### config.mk
export PLATFORM = sky130hd
export DESIGN_NAME = crc_regs
export DESIGN_NICKNAME = d
export VERILOG_FILES = /design/src/design/crc_pkg.sv /design/src/design/crc_regs.sv
export SDC_FILE = /design/constraint.sdc
export NUM_CORES = 1
export LEC_CHECK = 0
export ABC_AREA = 1
export BUFFER_PORTS_ARGS = -buffer_cell sky130_fd_sc_hd__buf_2
export CELL_PAD_IN_SITES_DETAIL_PLACEMENT = 1
export CELL_PAD_IN_SITES_GLOBAL_PLACEMENT = 1
export CORE_MARGIN = 2
export CORE_UTILIZATION = 29
export CTS_CLUSTER_SIZE = 16
export DETAILED_ROUTE_END_ITERATION = 10
export GPL_TIMING_DRIVEN = 0
export PLACE_DENSITY = 0.94
export SYNTH_ARGS = -nofsm -noshare
export SYNTH_HDL_FRONTEND = slang
export SYNTH_SLANG_ARGS = --single-unit
### constraint.sdc
create_clock -name clk -period 1.5 [get_ports clk]
set_input_delay 0.15 -clock clk [delete_from_list [all_inputs] [get_ports clk]]
set_output_delay 0.15 -clock clk [all_outputs]
set_load 0.01 [all_outputs]
### src/design/crc_pkg.sv
// Shared constants, types and the divide-by-divisor digit step for the cycle ratio charger.
package crc_pkg;

  localparam int CountWidth    = 64;
  localparam int ClockDivisor  = 12;
  localparam int FallbackTicks = 8;

  localparam int AddrW     = 3;
  localparam int DigitW    = 16;
  localparam int NumDigits = 64 / DigitW;
  localparam int RemW      = $clog2(ClockDivisor + 1);
  localparam int StepW     = RemW + DigitW;

  localparam logic [63:0] CntMask    = (64'd1 << CountWidth) - 64'd1;
  localparam logic [63:0] FbTimeInc  = 64'(FallbackTicks);
  localparam logic [63:0] FbClockInc = 64'(FallbackTicks * ClockDivisor);
  localparam logic [31:0] RatioReset = 32'd12;

  // ceil(2^32 / divisor): exact quotient for any dividend below 2^24
  localparam logic [32:0] DivRecip =
    33'(((65'd1 << 32) + 65'(ClockDivisor) - 65'd1) / 65'(ClockDivisor));

  typedef struct packed {
    logic [DigitW-1:0] q;
    logic [RemW-1:0]   r;
  } div_step_t;

  // per-word sideband carried alongside the divider stages
  typedef struct packed {
    logic            fb;
    logic [63:0]     delta;
    logic            d_hi;
    logic [RemW-1:0] d_neg;
    logic            p_hi;
    logic [RemW-1:0] p_neg;
  } side_t;

  function automatic div_step_t div_step(input logic [RemW-1:0] rin,
                                         input logic [DigitW-1:0] dig);
    logic [StepW-1:0]    x;
    logic [StepW+32:0]   prod;
    logic [StepW-1:0]    qw;
    logic [StepW-1:0]    back;
    div_step_t           res;
    x    = {rin, dig};
    prod = (StepW + 33)'(x) * (StepW + 33)'(DivRecip);
    qw   = prod[32 +: StepW];
    back = StepW'(qw * StepW'(ClockDivisor));
    res.q = qw[DigitW-1:0];
    res.r = RemW'(x - back);
    return res;
  endfunction

endpackage

### src/design/crc_regs.sv
// APB configuration registers: uniform mode and DSP ratio numerator.
module crc_regs (
  input  logic                       clk,
  input  logic                       rst,
  input  logic                       psel,
  input  logic                       penable,
  input  logic                       pwrite,
  input  logic [crc_pkg::AddrW-1:0]  paddr,
  input  logic [31:0]                pwdata,
  output logic [31:0]                prdata,
  output logic                       pready,
  output logic                       uniform_mode,
  output logic [31:0]                dsp_ratio_numerator
);
  import crc_pkg::*;

  typedef enum logic {
    RegUniform = 1'b0,
    RegRatio   = 1'b1
  } reg_idx_t;

  reg_idx_t idx;
  logic     wr;

  assign idx    = reg_idx_t'(paddr[AddrW-1]);
  assign wr     = psel && penable && pwrite;
  assign pready = 1'b1;

  always_ff @(posedge clk) begin
    if (rst) begin
      uniform_mode        <= 1'b1;
      dsp_ratio_numerator <= RatioReset;
    end else if (wr) begin
      case (idx)
        RegUniform: uniform_mode        <= pwdata[0];
        RegRatio:   dsp_ratio_numerator <= pwdata;
        default:    ;
      endcase
    end
  end

  always_comb begin
    case (idx)
      RegUniform: prdata = {31'b0, uniform_mode};
      RegRatio:   prdata = dsp_ratio_numerator;
      default:    prdata = '0;
    endcase
  end

endmodule

==> flow_metrics.py, run 1 <==
metrics = {
    "outcome": {
        "result_of_the_run": "complete, no violations",
    },
    "yosys": {
        "ys_ff_latch": 33,
        "netlist-cell-type-count": 13,
        "ys.warnings.count": 0,
        "post_synthesis_cell_count": 283,
        "synth.cell_area_sq_um": 1710,
        "synthesis.nets": 323,
        "avgSynthCellArea_sq_um": 6.05,
        "synth_seq_area_share_pct": 38.6,
    },
    "route": {
        "drtAntennaViolNets": 0,
        "detail_route.drc_violations": 0,
        "firstDrtPassIters": 4,
        "vias_post_dr": 1979,
        "avgRoutedWirePerCell_um": 11.2,
        "detail_route.vias_per_cell": 4.27,
        "routed_wl_mm": 5.17,
        "first_iter_violations": 42,
    },
    "clock_network": {
        "cts.htree.levels": 2,
        "clk_pin_slew_worst_paths_ns": 0.06,
        "postcts_setup_bufs": 0,
        "clockRootBuffer": "clkbuf_8",
        "tritoncts": "done",
        "insertion_delay_ns": 0.27,
        "cts.sinks": 33,
        "cts-root-to-sink-buffers": 2,
        "number_of_buffers_created_by_cts": 5,
        "post_cts_hold_buffer_count": 0,
        "post_cts_resized": 0,
    },
    "global_route": {
        "first_global_vias": 1913,
        "grt_first_pass_wirelength_mm": 8.41,
        "antenna_found_initial": 0,
        "gr-usage-all-layers_pct": 16.4,
        "grt_max_degree": 11,
        "global_route.overflow_total": 0,
    },
    "pwr": {
        "worst_ir_drop_vdd_mv": 0.270,
        "p_leak_nw": 1.61,
        "finalPower_mw": 1.89,
        "pwr_density_cell_nw_per_um2": 790,
    },
    "floorplanning": {
        "rows": 27,
        "die_height_um": 80.9,
        "core_sq_um": 5610,
        "die-area_sq_um": 6540,
        "die_x_um": 80.9,
        "top_level_port_count": 106,
        "initial_utilization_pct": 30.5,
    },
    "placement": {
        "place_congestion": 0.711,
        "dp_hpwl_mm": 4.23,
        "numPortBuffers": 102,
    },
    "critical_path": {
        "crit_fanout": 10,
        "critPathLaunchType": "input port",
        "cp_data_required_time_ns": 1.35,
        "end_kind": "output pin",
        "timing_worst_setup_path_type": "input port to output pin",
        "crit_arrival_ns": 0.97,
    },
    "cells_and_area": {
        "area_growth_pct": 40.1,
        "final_core_utilization_pct": 42.8,
        "num_antenna_cells": 0,
        "finish.net_count": 432,
        "final_common_cell": "buf_2",
        "proportion_of_layout_cells_with_a_drive_suffix_above_1_pct": 31.9,
        "most_frequent_cells_in_the_layout": "buf_2, nand2_1, inv_1, nor2_1, nand3_1",
    },
    "timing": {
        "worst_hold_slack_ns": 0.0933,
        "peak_clock_frequency_supported_by_timing_mhz": 892,
        "finalHoldViolCount": 0,
        "fin_skew_ns": 0,
        "timing.final.crit_period_ns": 1.12,
        "finalSetupViolCount": 0,
        "rsz0062_at_grt": "no",
        "setup_total_negative_slack_ns": 0,
        "slew_viol_final": 0,
        "layout_worst_path_cycle_share_pct": 74.8,
    },
    "min_path": {
        "hold_path.class": "input port to register",
    },
    "job": {
        "max_cap_check_violation_count": 0,
    },
}
-- area by class of cell --
class | instances | area (sq um)
fillers | 811 | 3210
well taps | 72 | 90.1
plain buffers | 17 | 113
inverters | 64 | 240
flip-flops and latches | 33 | 661
clock buffers | 7 | 86.3
repair buffers | 102 | 510
multi-input cells | 169 | 699
-- power by group --
group          internal (mW)  leakage [nW]  switching (mW)  total (mW)
Sequential             0.908         0.268          0.0221       0.930
Combinational          0.132          1.30           0.182       0.315
Clock                  0.363        0.0443           0.287       0.650
-- state kept, by name, summed over array words and instances (netlist names) --
signal,count
dsp_ratio_numerator,32
uniform_mode,1
-- critical path: stages --
cell	delay (ns)
buf_2	0.09
buf_2	0.19
buf_2	0.27
nand2_1	0.09
inv_1	0.06
buf_2	0.12
-- cell usage after synthesis --
library cell | instances | area share [%]
nand3_1 | 34 | 9.9
inv_1 | 64 | 14
nor2_1 | 60 | 13
buf_2 | 6 | 1.8
buf_4 | 5 | 2.2
dfxtp_1 | 33 | 39
nand3_2 | 1 | 0.58
conb_1 | 1 | 0.22
nand2_1 | 70 | 15
buf_1 | 3 | 0.66
buf_6 | 3 | 2.0
o21ai_0 | 1 | 0.29
nor2_4 | 2 | 1.3
-- cells by family (layout without fill, tap and decap cells) --
logic type | Yosys count | count (layout) | share of synthesized area (%)
AO/OA/AOI/OAI | 1 | 1 | 0.292
buffers and inverters | 81 | 190 | 20.6
flip-flops | 33 | 33 | 38.6
other | 1 | 1 | 0.219
AND/OR/NAND/NOR | 167 | 167 | 40.3
-- routing by layer --
layer  global-route usage (%)  wire length (um)  vias to the layer above
met4                     6.27                78                        0
met2                     31.0              2640                       60
li1                         -                 -                     1024
met1                     18.0              2190                      889
met5                        0                 0                        -
met3                     3.11               269                        6
-- worst paths after layout --
kind / from / end / slack, ns / cells past startpoint
max: paddr[2] / prdata[24] / 0.38 / 6
min: pwdata[2] / dsp_ratio_numerator[2] / 0.09 / 3
min reg2reg: dsp_ratio_numerator[2] / dsp_ratio_numerator[2] / 0.49 / 2
max reg2reg: uniform_mode / uniform_mode / 0.86 / 2
-- stage by stage --
stage	setup WS, ns	std cells	area, sq um
6_report	0.379	464	2400
5_1_grt	0.254	464	2400
4_1_cts	0.348	464	2400
3_5_place_dp	0.350	457	2310
3_3_place_gp	0.363	457	2310
2_1_floorplan	0.705	283	1710
Power figures use the tool's default switching activity.
==> run 2, diff against run 1 <==
--- a/config.mk
+++ b/config.mk
@@ -5,16 +5,16 @@
 export SDC_FILE = /design/constraint.sdc
 export NUM_CORES = 1
 export LEC_CHECK = 0
-export ABC_AREA = 1
+export ABC_AREA = 0
 export BUFFER_PORTS_ARGS = -buffer_cell sky130_fd_sc_hd__buf_2
 export CELL_PAD_IN_SITES_DETAIL_PLACEMENT = 1
 export CELL_PAD_IN_SITES_GLOBAL_PLACEMENT = 1
 export CORE_MARGIN = 2
-export CORE_UTILIZATION = 29
+export CORE_UTILIZATION = 27
 export CTS_CLUSTER_SIZE = 16
 export DETAILED_ROUTE_END_ITERATION = 10
 export GPL_TIMING_DRIVEN = 0
-export PLACE_DENSITY = 0.94
+export PLACE_DENSITY = 0.85
 export SYNTH_ARGS = -nofsm -noshare
 export SYNTH_HDL_FRONTEND = slang
 export SYNTH_SLANG_ARGS = --single-unit
==> constraint.sdc (replaced) <==
create_clock -name clk -period 0.95 [get_ports clk]
set_input_delay 0.095 -clock clk [delete_from_list [all_inputs] [get_ports clk]]
set_output_delay 0.095 -clock clk [all_outputs]
set_load 0.01 [all_outputs]
==> run 2 against run 1 <==
Largest power group unchanged. First-iteration DRC count fell by 38%. The run now ends with setup timing left. Core utilization grew 2.0 points. Critical path type is now register to output pin. Design area is 17% higher.
==> flow_metrics.py, run 2 <==
metrics = {
    "timing": {
        "peak_clock_frequency_supported_by_timing_mhz": 906,
        "layout_worst_path_cycle_share_pct": 116,
        "finalSetupViolCount": 27,
        "finalHoldViolCount": 0,
        "rsz0062_at_grt": "yes",
        "fin_skew_ns": 0,
        "fin_ws_ns": -0.154,
        "worst_hold_slack_ns": 0.0527,
        "timing.final.crit_period_ns": 1.10,
        "slew_viol_final": 0,
    },
    "route": {
        "routed_wl_mm": 5.47,
        "firstDrtPassIters": 4,
        "avgRoutedWirePerCell_um": 14.2,
        "detail_route.drc_violations": 0,
        "detail_route.vias_per_cell": 4.43,
        "vias_post_dr": 1703,
        "drtAntennaViolNets": 0,
        "first_iter_violations": 26,
    },
    "pwr": {
        "p_switching_uw": 761,
        "power.share.clock_pct": 38.6,
        "power_frac_comb_pct": 14.8,
        "internal_power_mw": 2.33,
        "share_seq_of_total_power_pct": 46.6,
        "pwr_density_cell_nw_per_um2": 1100,
        "p_leak_nw": 1.33,
        "worst_ir_drop_vdd_mv": 0.444,
        "sw_frac_of_total_pct": 24.6,
    },
    "floorplanning": {
        "die-area_sq_um": 7080,
        "rows": 29,
        "die_height_um": 84.2,
        "die_x_um": 84.2,
        "initial_utilization_pct": 27.6,
        "core_sq_um": 6280,
        "top_level_port_count": 106,
    },
    "clock_network": {
        "cts.sinks": 33,
        "clk_pin_slew_worst_paths_ns": 0.07,
        "cts.htree.levels": 2,
        "insertion_delay_ns": 0.29,
        "number_of_buffers_created_by_cts": 5,
        "tritoncts": "done",
        "cts-root-to-sink-buffers": 2,
        "clockRootBuffer": "clkbuf_8",
    },
    "cells_and_area": {
        "n_fill_cell": 753,
        "number_of_flip_flops_under_the_largest_register_name": 32,
        "num_antenna_cells": 0,
        "largest_register": "dsp_ratio_numerator",
        "most_frequent_cells_in_the_layout": "buf_2, nand2b_1, mux2i_1, dfxtp_2, buf_6",
        "reg_top3": "dsp_ratio_numerator: 32 flops, uniform_mode: 1 flops",
        "finish.instance_area_sq_um": 2810,
        "proportion_of_layout_cells_with_a_drive_suffix_above_1_pct": 61.2,
        "finish.net_count": 346,
        "final_common_cell": "buf_2",
        "area_growth_pct": 62.1,
    },
    "outcome": {
        "failed_checks": "setup timing",
        "result_of_the_run": "finished with violations",
    },
    "yosys": {
        "synth.area.top_cells": "dfxtp_1, nand2b_1, mux2i_1",
        "area_share_of_the_leading_cell_type_in_the_synthesized_netlist_pct": 38.1,
        "ys_ff_latch": 33,
        "avgSynthCellArea_sq_um": 9.54,
        "synth_seq_area_share_pct": 38.1,
        "synthArstFlopShare_pct": 0,
        "post_synth_top_area_cell": "dfxtp_1",
        "synth.cell_area_sq_um": 1740,
        "yosys.cell_count.top_type": "nand2b_1",
        "synthesis.nets": 222,
        "netlist-cell-type-count": 15,
        "post_synthesis_cell_count": 182,
        "post_synth_edffs": 0,
        "ys.warnings.count": 0,
        "ys.flop_type": "dfxtp_1",
        "yosys-top-cells-count": "nand2b_1, dfxtp_1, mux2i_1, and2_1, clkbuf_1",
    },
    "global_route": {
        "use_met1_pct": 16.3,
        "antenna_found_initial": 0,
        "groute.layer.met3.usage_pct": 4.13,
        "gr-usage-met2_pct": 26.0,
        "first_global_vias": 1669,
        "grt_max_degree": 11,
        "global_route.overflow_total": 0,
        "grt_first_pass_wirelength_mm": 8.08,
        "grt.busiest_layer": "met2",
        "gr-usage-all-layers_pct": 14.3,
    },
    "critical_path": {
        "critPathLaunchType": "register",
        "end_kind": "output pin",
        "crit_arrival_ns": 1.01,
        "timing.reg2reg.worst_path_depth": 4,
        "cp_data_required_time_ns": 0.85,
        "reg2reg_setup_slack_ns": 0.10,
        "reg_to_reg_start": "uniform_mode",
        "critical_path.startpoint": "uniform_mode",
        "timing_worst_setup_path_type": "register to output pin",
        "reg_to_reg_endpoint": "uniform_mode",
        "crit_fanout": 2,
    },
    "placement": {
        "dp_hpwl_mm": 3.74,
        "numPortBuffers": 101,
        "post-place-ws_ns": -0.160,
        "place_congestion": 0.707,
        "dpl_cell_area_sq_um": 2340,
    },
    "min_path": {
        "holdPathEnd": "dsp_ratio_numerator[17]",
        "hold_path.class": "input port to register",
        "hold_path.startpoint": "pwdata[17]",
        "worst_hold_path.num_cells": 3,
    },
    "job": {
        "max_cap_check_violation_count": 0,
    },
}
[run 2: how the worst max path moves through the flow]
| stage | to | cells after the start |
|---|---|---|
| finish | prdata[0] | 2 |
| global route | prdata[0] | 2 |
| CTS | prdata[0] | 2 |
| detailed placement | dsp_ratio_numerator[11] | 5 |
| global placement | dsp_ratio_numerator[7] | 5 |
| floorplan | dsp_ratio_numerator[0] | 4 |
[run 2: per-stage QoR]
step                std cells  total power, mW  setup TNS (ns)  utilization, %
floorplan                 182             1.68               0               -
global placement          360             1.86           -6.10            37.2
detailed placement        360             1.86           -6.33            37.2
CTS                       375             3.09          -0.876            41.3
global route              384             3.22           -1.52            44.8
finish                    384             3.09          -0.504            44.8
[run 2: cell type report]
class                           count  area, sq um  share of cell area, %
Timing Repair Buffer              117          785                   27.9
Clock buffer                        7         96.3                   3.43
Buffer                             15          123                   4.36
Tap cell                           77         96.3                   3.43
Sequential cell                    33          702                   25.0
Multi-Input combinational cell    134         1010                   35.8
Clock inverter                      1         5.00                  0.178
[run 2: cell families after synthesis]
group | after synthesis | synth area share (%)
buf+inv | 15 | 6.85
other cells | 1 | 0.216
simple gates | 99 | 35.2
mux | 34 | 19.7
flops | 33 | 38.1
[run 2: power by group through the flow]
stage / clock network [mW] / logic, mW / registers, mW
finish: 1.19 / 0.456 / 1.44
global route: 1.28 / 0.499 / 1.45
CTS: 1.23 / 0.425 / 1.44
detailed placement: 0 / 0.398 / 1.47
global placement: 0 / 0.390 / 1.46
floorplan: 0 / 0.204 / 1.48
[run 2: worst max-delay path, cell delays in order (launching register included)]
cell	delay, ns
dfxtp_2	0.33
mux2_4	0.27
buf_6	0.12
[run 2: repair_timing]
item / 4_1_cts / 5_1_grt
endpoints found under the setup margin: 32 / 35
gates cloned: 0 / 0
resized for setup: 47 / 36
setup buffers: 7 / 9
hold buffers: 0 / 0
[run 2: routing by layer]
layer	wire, um	up-vias
li1	-	819
met1	2160	826
met2	2940	52
met3	314	6
met4	54	0
met5	0	-
==> run 3, diff against run 2 <==
--- a/config.mk
+++ b/config.mk
@@ -14,7 +14,7 @@
 export CTS_CLUSTER_SIZE = 16
 export DETAILED_ROUTE_END_ITERATION = 10
 export GPL_TIMING_DRIVEN = 0
-export PLACE_DENSITY = 0.85
+export PLACE_DENSITY_LB_ADDON = 0.15
 export SYNTH_ARGS = -nofsm -noshare
 export SYNTH_HDL_FRONTEND = slang
 export SYNTH_SLANG_ARGS = --single-unit
==> constraint.sdc (replaced) <==
create_clock -name clk -period 0.95 [get_ports clk]
set_input_delay 0.095 -clock clk [delete_from_list [all_inputs] [get_ports clk]]
set_output_delay 0.095 -clock clk [all_outputs]
set_load 0.005 [all_outputs]
==> run 3 against run 2 <==
The flow still finishes with violations (setup timing). Non-clock buffer count unchanged. Via count down 2.9%. Sequential cell count unchanged. Maximum frequency up 0.64%. Largest power group unchanged.
==> flow_metrics.py, run 3 (same netlist as run 2, synthesis figures left out) <==
metrics = {
    "clock_network": {
        "cts-root-to-sink-buffers": 2,
        "cts.sinks": 33,
        "post_cts_hold_buffer_count": 0,
        "clockRootBuffer": "clkbuf_8",
        "number_of_buffers_created_by_cts": 5,
        "clk_pin_slew_worst_paths_ns": 0.07,
        "tritoncts": "done",
        "cts.htree.levels": 2,
        "insertion_delay_ns": 0.29,
    },
    "critical_path": {
        "crit_arrival_ns": 1.00,
        "timing.critical_path.max_delay_family": "flip-flops",
        "end_kind": "output pin",
        "crit_path_max_incr_delay_ns": 0.33,
        "path_cells": "mux2_4 -> buf_6",
        "worst_path_max_delay_cell": "dfxtp_2",
        "critPathLaunchType": "register",
        "cp_data_required_time_ns": 0.85,
        "critical_path.n_buffers_inverters": 1,
        "timing_worst_setup_path_type": "register to output pin",
        "crit_fanout": 2,
    },
    "cells_and_area": {
        "finish.instance_area_sq_um": 2800,
        "largest_register": "dsp_ratio_numerator",
        "final_core_utilization_pct": 44.6,
        "area_growth_pct": 61.2,
        "reg_top3": "dsp_ratio_numerator: 32 flops, uniform_mode: 1 flops",
        "final_common_cell": "buf_2",
        "most_frequent_cells_in_the_layout": "buf_2, nand2b_1, mux2i_1, dfxtp_2, buf_6",
        "proportion_of_layout_cells_with_a_drive_suffix_above_1_pct": 60.6,
        "sequential_cell_area_sq_um": 702,
        "finish.net_count": 346,
        "number_of_flip_flops_under_the_largest_register_name": 32,
        "n_fill_cell": 750,
        "num_antenna_cells": 0,
        "multi_input_comb_area_sq_um": 1000,
    },
    "route": {
        "detail_route.vias_per_cell": 4.30,
        "avgRoutedWirePerCell_um": 13.4,
        "routed_wl_mm": 5.15,
        "drtAntennaViolNets": 0,
        "first_iter_violations": 35,
        "detail_route.drc_violations": 0,
        "vias_post_dr": 1653,
        "firstDrtPassIters": 4,
    },
    "placement": {
        "numPortBuffers": 101,
        "dpl_cell_area_sq_um": 2340,
        "dp_hpwl_mm": 3.71,
        "place_congestion": 0.665,
    },
    "pwr": {
        "worst_ir_drop_vdd_mv": 0.539,
        "finalPower_mw": 3.05,
        "pwr_density_cell_nw_per_um2": 1090,
        "p_leak_nw": 1.33,
    },
    "timing": {
        "finalSetupViolCount": 9,
        "slew_viol_final": 0,
        "fin_ws_ns": -0.147,
        "finalHoldViolCount": 0,
        "layout_worst_path_cycle_share_pct": 116,
        "setup_total_negative_slack_ns": -0.177,
        "timing.final.crit_period_ns": 1.10,
        "worst_hold_slack_ns": 0.0540,
        "fin_skew_ns": 0,
        "peak_clock_frequency_supported_by_timing_mhz": 911,
        "rsz0062_at_grt": "yes",
    },
    "global_route": {
        "global_route.overflow_total": 0,
        "antenna_found_initial": 0,
        "grt_max_degree": 11,
        "grt_first_pass_wirelength_mm": 8.32,
        "gr-usage-all-layers_pct": 14.8,
        "first_global_vias": 1715,
    },
    "min_path": {
        "hold_path.class": "input port to register",
    },
    "floorplanning": {
        "rows": 29,
        "die-area_sq_um": 7080,
        "core_sq_um": 6280,
        "initial_utilization_pct": 27.6,
        "die_height_um": 84.2,
        "top_level_port_count": 106,
        "die_x_um": 84.2,
    },
    "outcome": {
        "failed_checks": "setup timing",
        "result_of_the_run": "finished with violations",
    },
    "job": {
        "max_cap_check_violation_count": 0,
    },
}
run 3: path summary, 6_finish.rpt:
| check | from | endpoint | slack, ns | cells after the start |
|---|---|---|---|---|
| max reg2reg | dsp_ratio_numerator[29] | dsp_ratio_numerator[29] | 0.17 | 4 |
| min reg2reg | dsp_ratio_numerator[6] | dsp_ratio_numerator[6] | 0.48 | 2 |
| min | pwdata[1] | dsp_ratio_numerator[1] | 0.05 | 3 |
| max | uniform_mode | prdata[0] | -0.15 | 2 |
run 3: tightest hold or removal path, delay by kind of cell:
family	cells	cell delay [ns]
buf+inv	1	0.10
mux	1	0.06
simple gates	1	0.06
run 3: metrics by stage:
step                      setup WS [ns]  std cells
after global routing             -0.173        384
after detailed placement         -0.132        360
after CTS                        -0.160        376
after global placement          -0.0917        360
final                            -0.147        384
after floorplan                   0.163        182
run 3: layer usage:
layer	share of wire, %	global-route usage [%]	vias to the layer above
li1	-	-	819
met1	44	18.9	768
met2	49	23.9	58
met3	6.1	3.93	8
met4	1.3	5.72	0
met5	0	0	-
run 3: timing repair:
action,4_1_cts,5_1_grt
cloned,0,0
endpoints found under the setup margin,32,34
setup buffers,8,8
resized for setup,40,39
run 3: area by class of cell:
| class | count | area share, % |
|---|---|---|
| buffer | 15 | 4.38 |
| clock buffer | 7 | 3.44 |
| clock inverter | 1 | 0.179 |
| multi-input combinational | 134 | 35.8 |
| sequential | 33 | 25.1 |
| tap | 77 | 3.44 |
| timing repair buffer | 117 | 27.7 |
run 3: report_power, final:
group          switching, mW  leakage [nW]  internal (mW)
Clock                  0.525        0.0542          0.655
Combinational          0.177         0.991          0.254
Sequential            0.0214         0.280           1.42
Total                  0.723          1.33           2.33
